`config.mk`:
```
export PLATFORM = sky130hd
export DESIGN_NAME = byte_pipe_ring_buffer_flat
export DESIGN_NICKNAME = d
export VERILOG_FILES = /design/src/hw/rtl/bprb_pkg.sv /design/src/hw/rtl/bprb_in_if.sv /design/src/hw/rtl/bprb_out_if.sv /design/src/hw/rtl/bprb_front.sv /design/src/hw/rtl/bprb_queue.sv /design/src/hw/rtl/bprb_back.sv /design/src/hw/rtl/byte_pipe_ring_buffer.sv /design/src/flat_wrapper.sv
export VERILOG_INCLUDE_DIRS = /design/src /design/src/hw/rtl
export SDC_FILE = /design/constraint.sdc
export NUM_CORES = 2
export LEC_CHECK = 0
export BUFFER_PORTS_ARGS = -buffer_cell sky130_fd_sc_hd__buf_2
export CAP_MARGIN = 20
export CORE_MARGIN = 5
export CORE_UTILIZATION = 39
export CTS_BUF_LIST = sky130_fd_sc_hd__clkbuf_4
export DETAILED_ROUTE_END_ITERATION = 6
export PLACE_DENSITY_LB_ADDON = 0.2
export SLEW_MARGIN = 20
export SYNTH_ARGS = -nofsm -noshare
export SYNTH_HDL_FRONTEND = slang
export SYNTH_MEMORY_MAX_BITS = 65536
export SYNTH_SLANG_ARGS = --single-unit
```
`constraint.sdc`:
```
create_clock -name clk -period 6.4 [get_ports clk]
set_input_delay 0.64 -clock clk [delete_from_list [all_inputs] [get_ports clk]]
set_output_delay 0.64 -clock clk [all_outputs]
set_load 0.05 [all_outputs]
```
`src/hw/rtl/assert_macros.svh`:
```
// Assertion macros shared by the byte pipe RTL.
// Users must have clk and rst_n (synchronous, active low) in scope.
`ifndef ASSERT_MACROS_SVH
`define ASSERT_MACROS_SVH

// Property must hold at every clock edge outside reset.
`define BPRB_ASSERT(lbl, prop, msg) \
  lbl: assert property (@(posedge clk) disable iff (!rst_n) (prop)) else $error(msg);

// Expression must never be true outside reset.
`define BPRB_NEVER(lbl, expr, msg) \
  lbl: assert property (@(posedge clk) disable iff (!rst_n) !(expr)) else $error(msg);

`endif

```
`src/hw/rtl/bprb_pkg.sv`:
```
// Types and constants for the byte pipe ring buffer.
// No dependencies; used by every other file of the block but assert_macros.svh.
package bprb_pkg;

  localparam int KIND_W  = 3;
  localparam int BYTE_W  = 8;
  localparam int CNT_W   = 7;
  localparam int STAT_W  = 2;

  // input kind codes
  localparam logic [KIND_W-1:0] KIND_OPEN     = 3'd0;
  localparam logic [KIND_W-1:0] KIND_WRITE    = 3'd1;
  localparam logic [KIND_W-1:0] KIND_READ     = 3'd2;
  localparam logic [KIND_W-1:0] KIND_CLOSE_RD = 3'd3;
  localparam logic [KIND_W-1:0] KIND_CLOSE_WR = 3'd4;

  // command queue between front and back
  localparam int QUEUE_DEPTH = 2;
  localparam int QPTR_W      = 1;
  localparam int QCNT_W      = 2;

  typedef enum logic [2:0] {
    OP_OPEN,
    OP_WRITE,
    OP_READ,
    OP_CLOSE_RD,
    OP_CLOSE_WR
  } bprb_op_t;

  typedef enum logic [STAT_W-1:0] {
    ST_OK,
    ST_RETRY,
    ST_BROKEN,
    ST_MISUSE
  } bprb_status_t;

  typedef struct packed {
    bprb_op_t            op;
    logic [BYTE_W-1:0]   data;
    logic [CNT_W-1:0]    count;   // already saturated to MAX_READ
  } bprb_cmd_t;

endpackage

```
`src/hw/rtl/bprb_in_if.sv`:
```
// Input channel of the byte pipe: valid/ready plus one operation word.
// Depends on bprb_pkg for field widths.
interface bprb_in_if;
  logic                         valid;
  logic                         ready;
  logic [bprb_pkg::KIND_W-1:0]  kind;
  logic [bprb_pkg::BYTE_W-1:0]  data_in;
  logic [bprb_pkg::CNT_W-1:0]   read_count;

  modport source (output valid, kind, data_in, read_count, input ready);
  modport sink   (input valid, kind, data_in, read_count, output ready);
endinterface

```
`src/hw/rtl/bprb_out_if.sv`:
```
// Result channel of the byte pipe: valid/ready plus one result word.
// Depends on bprb_pkg for field widths.
interface bprb_out_if;
  logic                         valid;
  logic                         ready;
  logic [bprb_pkg::STAT_W-1:0]  status;
  logic [bprb_pkg::BYTE_W-1:0]  data_out;
  logic                         data_valid;
  logic                         last;
  logic                         freed;

  modport source (output valid, status, data_out, data_valid, last, freed, input ready);
  modport sink   (input valid, status, data_out, data_valid, last, freed, output ready);
endinterface

```
`src/hw/rtl/bprb_front.sv`:
```
// Front end: takes input words, decodes kind and clamps the read count.
// Depends on bprb_pkg and bprb_in_if; feeds bprb_queue.
module bprb_front #(
  parameter int MAX_READ = 64
) (
  bprb_in_if.sink                in_ch,
  input  logic                   q_full_i,
  output logic                   push_o,
  output bprb_pkg::bprb_cmd_t    push_cmd_o
);

  logic              known;
  bprb_pkg::bprb_op_t op;
  logic [bprb_pkg::CNT_W-1:0] cnt;

  localparam logic [bprb_pkg::CNT_W-1:0] MaxCnt = bprb_pkg::CNT_W'(MAX_READ);

  always_comb begin
    known = 1'b1;
    op    = bprb_pkg::OP_OPEN;
    unique case (in_ch.kind)
      bprb_pkg::KIND_OPEN:     op = bprb_pkg::OP_OPEN;
      bprb_pkg::KIND_WRITE:    op = bprb_pkg::OP_WRITE;
      bprb_pkg::KIND_READ:     op = bprb_pkg::OP_READ;
      bprb_pkg::KIND_CLOSE_RD: op = bprb_pkg::OP_CLOSE_RD;
      bprb_pkg::KIND_CLOSE_WR: op = bprb_pkg::OP_CLOSE_WR;
      default:                 known = 1'b0;  // taken and dropped
    endcase
  end

  assign cnt = (in_ch.read_count > MaxCnt) ? MaxCnt : in_ch.read_count;

  assign in_ch.ready      = !q_full_i;
  assign push_o           = in_ch.valid && !q_full_i && known;
  assign push_cmd_o.op    = op;
  assign push_cmd_o.data  = in_ch.data_in;
  assign push_cmd_o.count = cnt;

endmodule

```
`src/hw/rtl/bprb_queue.sv`:
```
// Two-entry command queue decoupling the front end from the executor.
// Depends on bprb_pkg and assert_macros.svh.
`include "assert_macros.svh"

module bprb_queue (
  input  logic                  clk,
  input  logic                  rst_n,
  input  logic                  push_i,
  input  bprb_pkg::bprb_cmd_t   push_cmd_i,
  output logic                  full_o,
  input  logic                  pop_i,
  output logic                  valid_o,
  output bprb_pkg::bprb_cmd_t   head_o
);

  bprb_pkg::bprb_cmd_t             entry_r [bprb_pkg::QUEUE_DEPTH];
  logic [bprb_pkg::QPTR_W-1:0]     wptr_r, wptr_nxt;
  logic [bprb_pkg::QPTR_W-1:0]     rptr_r, rptr_nxt;
  logic [bprb_pkg::QCNT_W-1:0]     cnt_r, cnt_nxt;

  localparam logic [bprb_pkg::QCNT_W-1:0] QFull =
    bprb_pkg::QCNT_W'(bprb_pkg::QUEUE_DEPTH);

  assign full_o  = (cnt_r == QFull);
  assign valid_o = (cnt_r != '0);
  assign head_o  = entry_r[rptr_r];

  always_comb begin
    wptr_nxt = push_i ? wptr_r + 1'b1 : wptr_r;
    rptr_nxt = pop_i  ? rptr_r + 1'b1 : rptr_r;
    cnt_nxt  = cnt_r;
    if (push_i && !pop_i) begin
      cnt_nxt = cnt_r + 1'b1;
    end else if (pop_i && !push_i) begin
      cnt_nxt = cnt_r - 1'b1;
    end
  end

  always_ff @(posedge clk) begin
    if (!rst_n) begin
      wptr_r <= '0;
      rptr_r <= '0;
      cnt_r  <= '0;
    end else begin
      wptr_r <= wptr_nxt;
      rptr_r <= rptr_nxt;
      cnt_r  <= cnt_nxt;
    end
  end

  always_ff @(posedge clk) begin
    if (push_i) begin
      entry_r[wptr_r] <= push_cmd_i;
    end
  end

  `BPRB_NEVER(a_q_overflow, push_i && !pop_i && (cnt_r == QFull), "queue overflow")
  `BPRB_NEVER(a_q_underflow, pop_i && (cnt_r == '0), "queue popped while empty")

endmodule

```
`src/hw/rtl/bprb_back.sv`:
```
// Executor: ring store, positions and end flags; runs one command at a time
// and streams results through a fetch stage and an output register.
// Depends on bprb_pkg, bprb_out_if and assert_macros.svh.
`include "assert_macros.svh"

module bprb_back #(
  parameter int PIPE_DEPTH = 512
) (
  input  logic                  clk,
  input  logic                  rst_n,
  input  logic                  q_valid_i,
  input  bprb_pkg::bprb_cmd_t   q_cmd_i,
  output logic                  q_pop_o,
  bprb_out_if.source            out_ch
);

  localparam int IDX_W  = (PIPE_DEPTH > 1) ? $clog2(PIPE_DEPTH) : 1;
  localparam int FILL_W = $clog2(PIPE_DEPTH + 1);
  localparam int CMP_W  = (FILL_W > bprb_pkg::CNT_W) ? FILL_W : bprb_pkg::CNT_W;
  localparam logic [IDX_W-1:0]  IdxLast = IDX_W'(PIPE_DEPTH - 1);
  localparam logic [FILL_W-1:0] DepthF  = FILL_W'(PIPE_DEPTH);

  logic [bprb_pkg::BYTE_W-1:0] ring_mem [PIPE_DEPTH];

  // positions: index within the store plus a lap bit
  logic [IDX_W-1:0] ridx_r, ridx_nxt, widx_r, widx_nxt;
  logic             rph_r, rph_nxt, wph_r, wph_nxt;
  logic             ro_r, ro_nxt, wo_r, wo_nxt;
  logic             busy_r, busy_nxt;
  logic [bprb_pkg::CNT_W-1:0] left_r, left_nxt;

  // fetch stage (byte comes from the store read register)
  logic                        f_v_r, f_v_nxt;
  bprb_pkg::bprb_status_t      f_status_r, f_status_nxt;
  logic                        f_dv_r, f_dv_nxt, f_last_r, f_last_nxt;
  logic                        f_freed_r, f_freed_nxt;
  logic [bprb_pkg::BYTE_W-1:0] rd_q_r;

  // output register
  logic                        o_v_r, o_v_nxt;
  bprb_pkg::bprb_status_t      o_status_r;
  logic [bprb_pkg::BYTE_W-1:0] o_data_r;
  logic                        o_dv_r, o_last_r, o_freed_r;

  logic              f_move, slot_free, issue, pop, mem_we;
  logic              empty, full;
  logic [FILL_W-1:0] avail;
  logic [CMP_W-1:0]  want_x, avail_x, n_x;

  assign f_move    = f_v_r && (!o_v_r || out_ch.ready);
  assign slot_free = !f_v_r || f_move;
  assign issue     = busy_r && slot_free;
  assign pop       = q_valid_i && !busy_r && slot_free;
  assign q_pop_o   = pop;

  assign empty = (rph_r == wph_r) && (ridx_r == widx_r);
  assign full  = (rph_r != wph_r) && (ridx_r == widx_r);
  assign avail = (rph_r == wph_r) ? FILL_W'(widx_r) - FILL_W'(ridx_r)
                                  : FILL_W'(widx_r) + DepthF - FILL_W'(ridx_r);
  assign want_x  = CMP_W'(q_cmd_i.count);
  assign avail_x = CMP_W'(avail);
  assign n_x     = (want_x < avail_x) ? want_x : avail_x;

  always_comb begin
    ridx_nxt     = ridx_r;
    rph_nxt      = rph_r;
    widx_nxt     = widx_r;
    wph_nxt      = wph_r;
    ro_nxt       = ro_r;
    wo_nxt       = wo_r;
    busy_nxt     = busy_r;
    left_nxt     = left_r;
    mem_we       = 1'b0;
    f_v_nxt      = f_v_r && !f_move;
    f_status_nxt = f_status_r;
    f_dv_nxt     = f_dv_r;
    f_last_nxt   = f_last_r;
    f_freed_nxt  = f_freed_r;

    if (issue) begin
      f_v_nxt      = 1'b1;
      f_status_nxt = bprb_pkg::ST_OK;
      f_dv_nxt     = 1'b1;
      f_last_nxt   = (left_r == bprb_pkg::CNT_W'(1));
      f_freed_nxt  = 1'b0;
      left_nxt     = left_r - 1'b1;
      busy_nxt     = (left_r != bprb_pkg::CNT_W'(1));
      if (ridx_r == IdxLast) begin
        ridx_nxt = '0;
        rph_nxt  = !rph_r;
      end else begin
        ridx_nxt = ridx_r + 1'b1;
      end
    end else if (pop) begin
      // single-word answer by default
      f_v_nxt      = 1'b1;
      f_status_nxt = bprb_pkg::ST_OK;
      f_dv_nxt     = 1'b0;
      f_last_nxt   = 1'b1;
      f_freed_nxt  = 1'b0;
      unique case (q_cmd_i.op)
        bprb_pkg::OP_OPEN: begin
          ridx_nxt = '0;
          rph_nxt  = 1'b0;
          widx_nxt = '0;
          wph_nxt  = 1'b0;
          ro_nxt   = 1'b1;
          wo_nxt   = 1'b1;
        end
        bprb_pkg::OP_WRITE: begin
          if (!wo_r) begin
            f_status_nxt = bprb_pkg::ST_MISUSE;
          end else if (!ro_r) begin
            f_status_nxt = bprb_pkg::ST_BROKEN;
          end else if (full) begin
            f_status_nxt = bprb_pkg::ST_RETRY;
          end else begin
            mem_we = 1'b1;
            if (widx_r == IdxLast) begin
              widx_nxt = '0;
              wph_nxt  = !wph_r;
            end else begin
              widx_nxt = widx_r + 1'b1;
            end
          end
        end
        bprb_pkg::OP_READ: begin
          if (!ro_r) begin
            f_status_nxt = bprb_pkg::ST_MISUSE;
          end else if (empty) begin
            f_status_nxt = wo_r ? bprb_pkg::ST_RETRY : bprb_pkg::ST_BROKEN;
          end else if (n_x != '0) begin
            // bytes are issued while busy, whenever the fetch slot is free
            f_v_nxt  = f_v_r && !f_move;
            busy_nxt = 1'b1;
            left_nxt = bprb_pkg::CNT_W'(n_x);
          end
        end
        bprb_pkg::OP_CLOSE_RD: begin
          if (!ro_r) begin
            f_status_nxt = bprb_pkg::ST_MISUSE;
          end else begin
            ro_nxt      = 1'b0;
            f_freed_nxt = !wo_r;
          end
        end
        bprb_pkg::OP_CLOSE_WR: begin
          if (!wo_r) begin
            f_status_nxt = bprb_pkg::ST_MISUSE;
          end else begin
            wo_nxt      = 1'b0;
            f_freed_nxt = !ro_r;
          end
        end
        default: f_v_nxt = f_v_r && !f_move;
      endcase
    end
  end

  assign o_v_nxt = f_move || (o_v_r && !out_ch.ready);

  always_ff @(posedge clk) begin
    if (!rst_n) begin
      ridx_r <= '0;
      rph_r  <= 1'b0;
      widx_r <= '0;
      wph_r  <= 1'b0;
      ro_r   <= 1'b1;
      wo_r   <= 1'b1;
      busy_r <= 1'b0;
      left_r <= '0;
      f_v_r  <= 1'b0;
      o_v_r  <= 1'b0;
    end else begin
      ridx_r <= ridx_nxt;
      rph_r  <= rph_nxt;
      widx_r <= widx_nxt;
      wph_r  <= wph_nxt;
      ro_r   <= ro_nxt;
      wo_r   <= wo_nxt;
      busy_r <= busy_nxt;
      left_r <= left_nxt;
      f_v_r  <= f_v_nxt;
      o_v_r  <= o_v_nxt;
    end
  end

  always_ff @(posedge clk) begin
    f_status_r <= f_status_nxt;
    f_dv_r     <= f_dv_nxt;
    f_last_r   <= f_last_nxt;
    f_freed_r  <= f_freed_nxt;
    if (f_move) begin
      o_status_r <= f_status_r;
      o_data_r   <= f_dv_r ? rd_q_r : '0;
      o_dv_r     <= f_dv_r;
      o_last_r   <= f_last_r;
      o_freed_r  <= f_freed_r;
    end
  end

  // ring store: one write port, one registered read port held while stalled
  always_ff @(posedge clk) begin
    if (mem_we) begin
      ring_mem[widx_r] <= q_cmd_i.data;
    end
    if (issue) begin
      rd_q_r <= ring_mem[ridx_r];
    end
  end

  assign out_ch.valid      = o_v_r;
  assign out_ch.status     = o_status_r;
  assign out_ch.data_out   = o_data_r;
  assign out_ch.data_valid = o_dv_r;
  assign out_ch.last       = o_last_r;
  assign out_ch.freed      = o_freed_r;

  `BPRB_ASSERT(a_busy_left, busy_r |-> (left_r != '0), "read busy with nothing left")
  `BPRB_NEVER(a_fill_bound, (rph_r != wph_r) && (widx_r > ridx_r), "fill above depth")
  `BPRB_ASSERT(a_issue_load, issue |=> (f_v_r && f_dv_r), "issued byte not in fetch stage")

endmodule

```
`src/hw/rtl/byte_pipe_ring_buffer.sv`:
```
// Byte pipe over a ring store: front decode, 2-word command queue, executor.
// Open, write and close answer via the queue, fetch stage and output register;
// a read of n bytes then streams its bytes, one per cycle while out_ch is ready.
// Executor: one non-read word per cycle unless out_ch stalls; a read holds it to its last byte.
// Reset (rst_n low, synchronous): positions 0, both ends open, queue empty;
// the store itself is not cleared.
module byte_pipe_ring_buffer #(
  parameter int PIPE_DEPTH = 512,
  parameter int MAX_READ   = 64
) (
  input  logic        clk,
  input  logic        rst_n,
  bprb_in_if.sink     in_ch,
  bprb_out_if.source  out_ch
);

  logic                 push, q_full, q_valid, q_pop;
  bprb_pkg::bprb_cmd_t  push_cmd, q_head;

  bprb_front #(
    .MAX_READ (MAX_READ)
  ) u_front (
    .in_ch      (in_ch),
    .q_full_i   (q_full),
    .push_o     (push),
    .push_cmd_o (push_cmd)
  );

  bprb_queue u_queue (
    .clk        (clk),
    .rst_n      (rst_n),
    .push_i     (push),
    .push_cmd_i (push_cmd),
    .full_o     (q_full),
    .pop_i      (q_pop),
    .valid_o    (q_valid),
    .head_o     (q_head)
  );

  bprb_back #(
    .PIPE_DEPTH (PIPE_DEPTH)
  ) u_back (
    .clk       (clk),
    .rst_n     (rst_n),
    .q_valid_i (q_valid),
    .q_cmd_i   (q_head),
    .q_pop_o   (q_pop),
    .out_ch    (out_ch)
  );

endmodule

```
`src/flat_wrapper.sv`:
```
// flat-port wrapper written by rule: the top's interface ports become plain ports
module byte_pipe_ring_buffer_flat 
#(
  parameter int PIPE_DEPTH = 512,
  parameter int MAX_READ   = 64
)
  (clk, rst_n, in_ch_valid, in_ch_kind, in_ch_data_in, in_ch_read_count, in_ch_ready, out_ch_valid, out_ch_status, out_ch_data_out, out_ch_data_valid, out_ch_last, out_ch_freed, out_ch_ready);
  bprb_in_if in_ch_i ();
  bprb_out_if out_ch_i ();
  input  logic clk;
  input  logic rst_n;
  input wire logic [$bits(in_ch_i.valid)-1:0] in_ch_valid;
  input wire logic [$bits(in_ch_i.kind)-1:0] in_ch_kind;
  input wire logic [$bits(in_ch_i.data_in)-1:0] in_ch_data_in;
  input wire logic [$bits(in_ch_i.read_count)-1:0] in_ch_read_count;
  output wire logic [$bits(in_ch_i.ready)-1:0] in_ch_ready;
  output wire logic [$bits(out_ch_i.valid)-1:0] out_ch_valid;
  output wire logic [$bits(out_ch_i.status)-1:0] out_ch_status;
  output wire logic [$bits(out_ch_i.data_out)-1:0] out_ch_data_out;
  output wire logic [$bits(out_ch_i.data_valid)-1:0] out_ch_data_valid;
  output wire logic [$bits(out_ch_i.last)-1:0] out_ch_last;
  output wire logic [$bits(out_ch_i.freed)-1:0] out_ch_freed;
  input wire logic [$bits(out_ch_i.ready)-1:0] out_ch_ready;
  assign in_ch_i.valid = in_ch_valid;
  assign in_ch_i.kind = in_ch_kind;
  assign in_ch_i.data_in = in_ch_data_in;
  assign in_ch_i.read_count = in_ch_read_count;
  assign in_ch_ready = in_ch_i.ready;
  assign out_ch_valid = out_ch_i.valid;
  assign out_ch_status = out_ch_i.status;
  assign out_ch_data_out = out_ch_i.data_out;
  assign out_ch_data_valid = out_ch_i.data_valid;
  assign out_ch_last = out_ch_i.last;
  assign out_ch_freed = out_ch_i.freed;
  assign out_ch_i.ready = out_ch_ready;
  byte_pipe_ring_buffer #(.PIPE_DEPTH(PIPE_DEPTH), .MAX_READ(MAX_READ)) u_core (.clk(clk), .rst_n(rst_n), .in_ch(in_ch_i), .out_ch(out_ch_i));
endmodule
```
==> results.tsv <==
metric	value	unit
DRT iter0 DRCs	8544	
Sw Pwr	14.0	mW
Post-synth top flop	edfxtp_1	
RSZ-0062 raised after global routing	no	
share of cells above drive strength 1	0.329	
Mapped Area	0.162	mm²
Root Buffer	clkbuf_4	
Max Slew Vio Count	0	
Die X	654	µm
clock sink count	4195	
worst hold slack	311	ps
number of vias per cell	5.67	
CTS tree	done	
DR pass1 iterations	5	
Tmin final	5280	ps
Rows	236	
Final setup viols	0	
vias in the first global route	85450	
Final WS setup	1130	ps
wirelength, routed	435	mm
initial antenna violation count	20	
dpl cell area	0.169	mm²
Combinational Power Share	0.065	
Pint	44.9	mW
Worst setup SP type	register	
Syn Area/Cell	21.8	µm²
antenna-violating nets left	0	
number of max-cap violations	0	
endpoints failing hold	0	
DIE AREA	0.428	mm²
IO Pins	37	
Layout Area Growth over Synthesis	13.0	%
CP Capture Type	register	
setup TNS	0	ps
worst clock skew	143	ps
DRC Markers	0	
dpl ws	1210	ps
Die H	654	µm
WS Path Type	reg -> reg	
Clk Latency, worst-skew pair	1700	ps
post-synth net total	7462	
post-cts resize count	0	
core area	0.413	mm²
Pwr Density	322	mW/mm²
Synth cell types	67	
Final Power	58.9	mW
DR vias	82373	
number of flops mapped to enable cells by yosys	4154	
GRT Util Overall	0.204	
max_slew headroom	0.114	
NumNets Final	8390	
sequential-to-total area share from yosys stat	0.776	
Worst Tran Pin Value	1330	ps
Net Sw Frac	0.238	
largest net degree at the start of global routing	201	
outcome	complete, no violations	
Syn. warnings	0	
cell area after layout	0.183	mm²
clock share of power	0.388	
final cycle utilization of the critical path	0.824	
fmax	190	MHz
CTS max path bufs	5	
PortBufs	36	
Filler cells	35049	
Async S/R FF share, synth	0	
H-tree depth	7	
RD Place Congestion	0.855	
Leak	56.2	nW
Hold Crit Class	in -> reg	
peak fanout along the critical path	17	
Flop pwr share	0.547	
Post-Syn Instances	7414	
dpl hpwl	252	mm
Worst Path Arrival	6770	ps
Max VDD drop	0.000281	V
routed wire length per instance	29.9	µm
first-pass GRT wire length	624	mm
grt total ovfl	0	
required time of the critical path	7900	ps
flops & latches, synth	4195	
TritonCTS Buffers	1138	
clock slew at reported path FFs	70	ps
Initial Utilization	0.391	
==> repair_timing <==
action | in CTS | in global routing
hold buffers | 46 | 0
hold endpoints to repair | 127 | 0
setup endpoints to repair | 0 | 0
buffers inserted | 0 | 0
==> cell families (layout without fill, tap and decap cells) <==
logic type,after synthesis,in the layout,synth area share
flip-flops,4195,4195,0.776
multiplexers,1087,1087,0.149
AND/OR/NAND/NOR,847,847,0.0222
AO/OA/AOI/OAI,741,741,0.0341
buffers and inverters,500,2135,0.0150
adder cells (fa/ha/maj),26,26,0.00206
XOR/XNOR,18,18,0.000975
other,0,12,0
==> state kept, by name, summed over array words and instances, names as in the netlist, 2 cells and up, named ones only <==
register,count
u_core.u_back.widx_r,9
u_core.u_queue.entry_r,36
u_core.u_back.ridx_r,9
u_core.u_back.out_ch.status,2
u_core.u_queue.cnt_r,2
u_core.u_back.ring_mem,4096
u_core.u_back.f_status_r,2
u_core.u_back.rd_q_r,8
u_core.u_back.out_ch.data_out,8
u_core.u_back.left_r,7
==> metal layers <==
metal,global-route usage,up-vias,wire length [µm]
li1,-,33893,-
met1,0.283,43747,183000
met2,0.312,4120,206000
met3,0.0534,611,35500
met4,0.0723,2,10400
met5,0,-,11
==> critical path, stage by stage (launching register included) <==
cell and delay, ps:
dfxtp_4 710, ha_1 250, inv_1 50, fa_1 400
a211oi_1 300, nor3b_1 130, or4_1 390, or3b_1 240
inv_2 50, ha_1 270, o32ai_1 60, a21oi_1 140
o31a_1 160, nand4_1 510, mux2i_1 960, mux2_1 390
a31oi_1 160
==> placed cells by master, fill, tap and decap left out, types with 12 or more instances in the layout <==
| cell | netlist | routed |
|---|---|---|
| edfxtp_1 | 4154 | 4154 |
| clkbuf_4 | 0 | 1565 |
| mux4_2 | 1056 | 1056 |
| nor2_1 | 572 | 569 |
| clkinv_1 | 3 | 190 |
| a22oi_1 | 177 | 177 |
| a22o_1 | 148 | 148 |
| a221oi_1 | 140 | 140 |
| a21oi_1 | 120 | 120 |
| buf_4 | 62 | 116 |
| o22ai_1 | 73 | 73 |
| nand2_1 | 91 | 70 |
| nor3_1 | 60 | 58 |
| clkinv_2 | 0 | 50 |
| dlygate4sd3_1 | 0 | 46 |
| buf_12 | 0 | 46 |
| dfxtp_1 | 41 | 38 |
| buf_2 | 106 | 36 |
| nand3_1 | 27 | 27 |
| inv_1 | 27 | 27 |
| ha_1 | 25 | 25 |
| inv_2 | 3 | 23 |
| bufinv_16 | 0 | 23 |
| o21ai_0 | 22 | 22 |
| nand2_4 | 0 | 20 |
| and3_1 | 16 | 15 |
| mux2i_1 | 15 | 15 |
| nor2b_1 | 16 | 14 |
| diode_2 | 0 | 12 |
| xor2_1 | 12 | 12 |
==> synth_stat cells (5+ instances only) <==
cell / count / area, µm²
o21ai_0: 22 / 110
nor2_1: 572 / 2150
nand2_1: 91 / 342
and3_1: 16 / 100
a21oi_1: 120 / 601
edfxtp_1: 4154 / 125000
a22o_1: 148 / 1300
mux2i_1: 15 / 150
xor2_1: 12 / 105
inv_1: 27 / 101
nand4_1: 9 / 56.3
a32oi_1: 5 / 43.8
nor2b_1: 16 / 100
clkbuf_1: 242 / 908
xnor2_1: 6 / 52.6
mux4_2: 1056 / 23800
and2_1: 10 / 62.6
buf_2: 106 / 531
nor3b_1: 8 / 60.1
or3_1: 5 / 31.3
nor3_1: 60 / 300
buf_6: 25 / 282
nor4_1: 11 / 68.8
nand2b_1: 8 / 50.1
buf_4: 62 / 465
mux2_2: 14 / 158
a221oi_1: 140 / 1230
buf_1: 32 / 120
dfxtp_1: 41 / 821
nand3_1: 27 / 135
o22ai_1: 73 / 457
a31oi_1: 9 / 56.3
a22oi_1: 177 / 1330
ha_1: 25 / 313
a211o_1: 8 / 70.1
==> power by group through the flow <==
stage | clock network, mW | logic (mW) | registers [mW]
after floorplan | 0 | 1.60 | 33.3
after global placement | 0 | 3.76 | 32.8
after detailed placement | 0 | 3.88 | 32.8
after CTS | 23.5 | 3.89 | 32.2
after global routing | 25.1 | 4.10 | 32.2
final | 22.8 | 3.82 | 32.2
==> area by class of cell <==
class                      count  area [µm²]  area share
antenna                       12        30.0    0.000164
clock buffer                1565       11700      0.0643
clock inverter               282        1730     0.00948
inverter                      33         125    0.000685
multi-input combinational   2719       34000       0.186
sequential                  4195      126000       0.687
tap                         5474        6850      0.0375
timing repair buffer         255        2640      0.0145
==> final timing paths <==
| check | startpoint | end | slack (ps) | depth (start not counted) |
|---|---|---|---|---|
| setup reg to reg | u_core.u_back.ridx_r[0] | u_core.u_back.left_r[5] | 1130 | 16 |
| hold / removal | in_ch_kind[1] | u_core.u_queue.entry_r[1][2] | 310 | 5 |
| hold reg to reg | u_core.u_back.f_status_r[0] | u_core.u_back.out_ch.status[0] | 450 | 0 |
| setup / recovery | u_core.u_back.ridx_r[0] | u_core.u_back.left_r[5] | 1130 | 16 |
==> metrics by stage <==
| stage | util | instances |
|---|---|---|
| finish | 0.442 | 14535 |
| global placement | 0.408 | 12622 |
| floorplan | - | 7414 |
| global route | 0.442 | 14531 |
| CTS | 0.442 | 14518 |
| detailed placement | 0.408 | 12625 |
No activity file was read; power rests on OpenSTA's default activity.
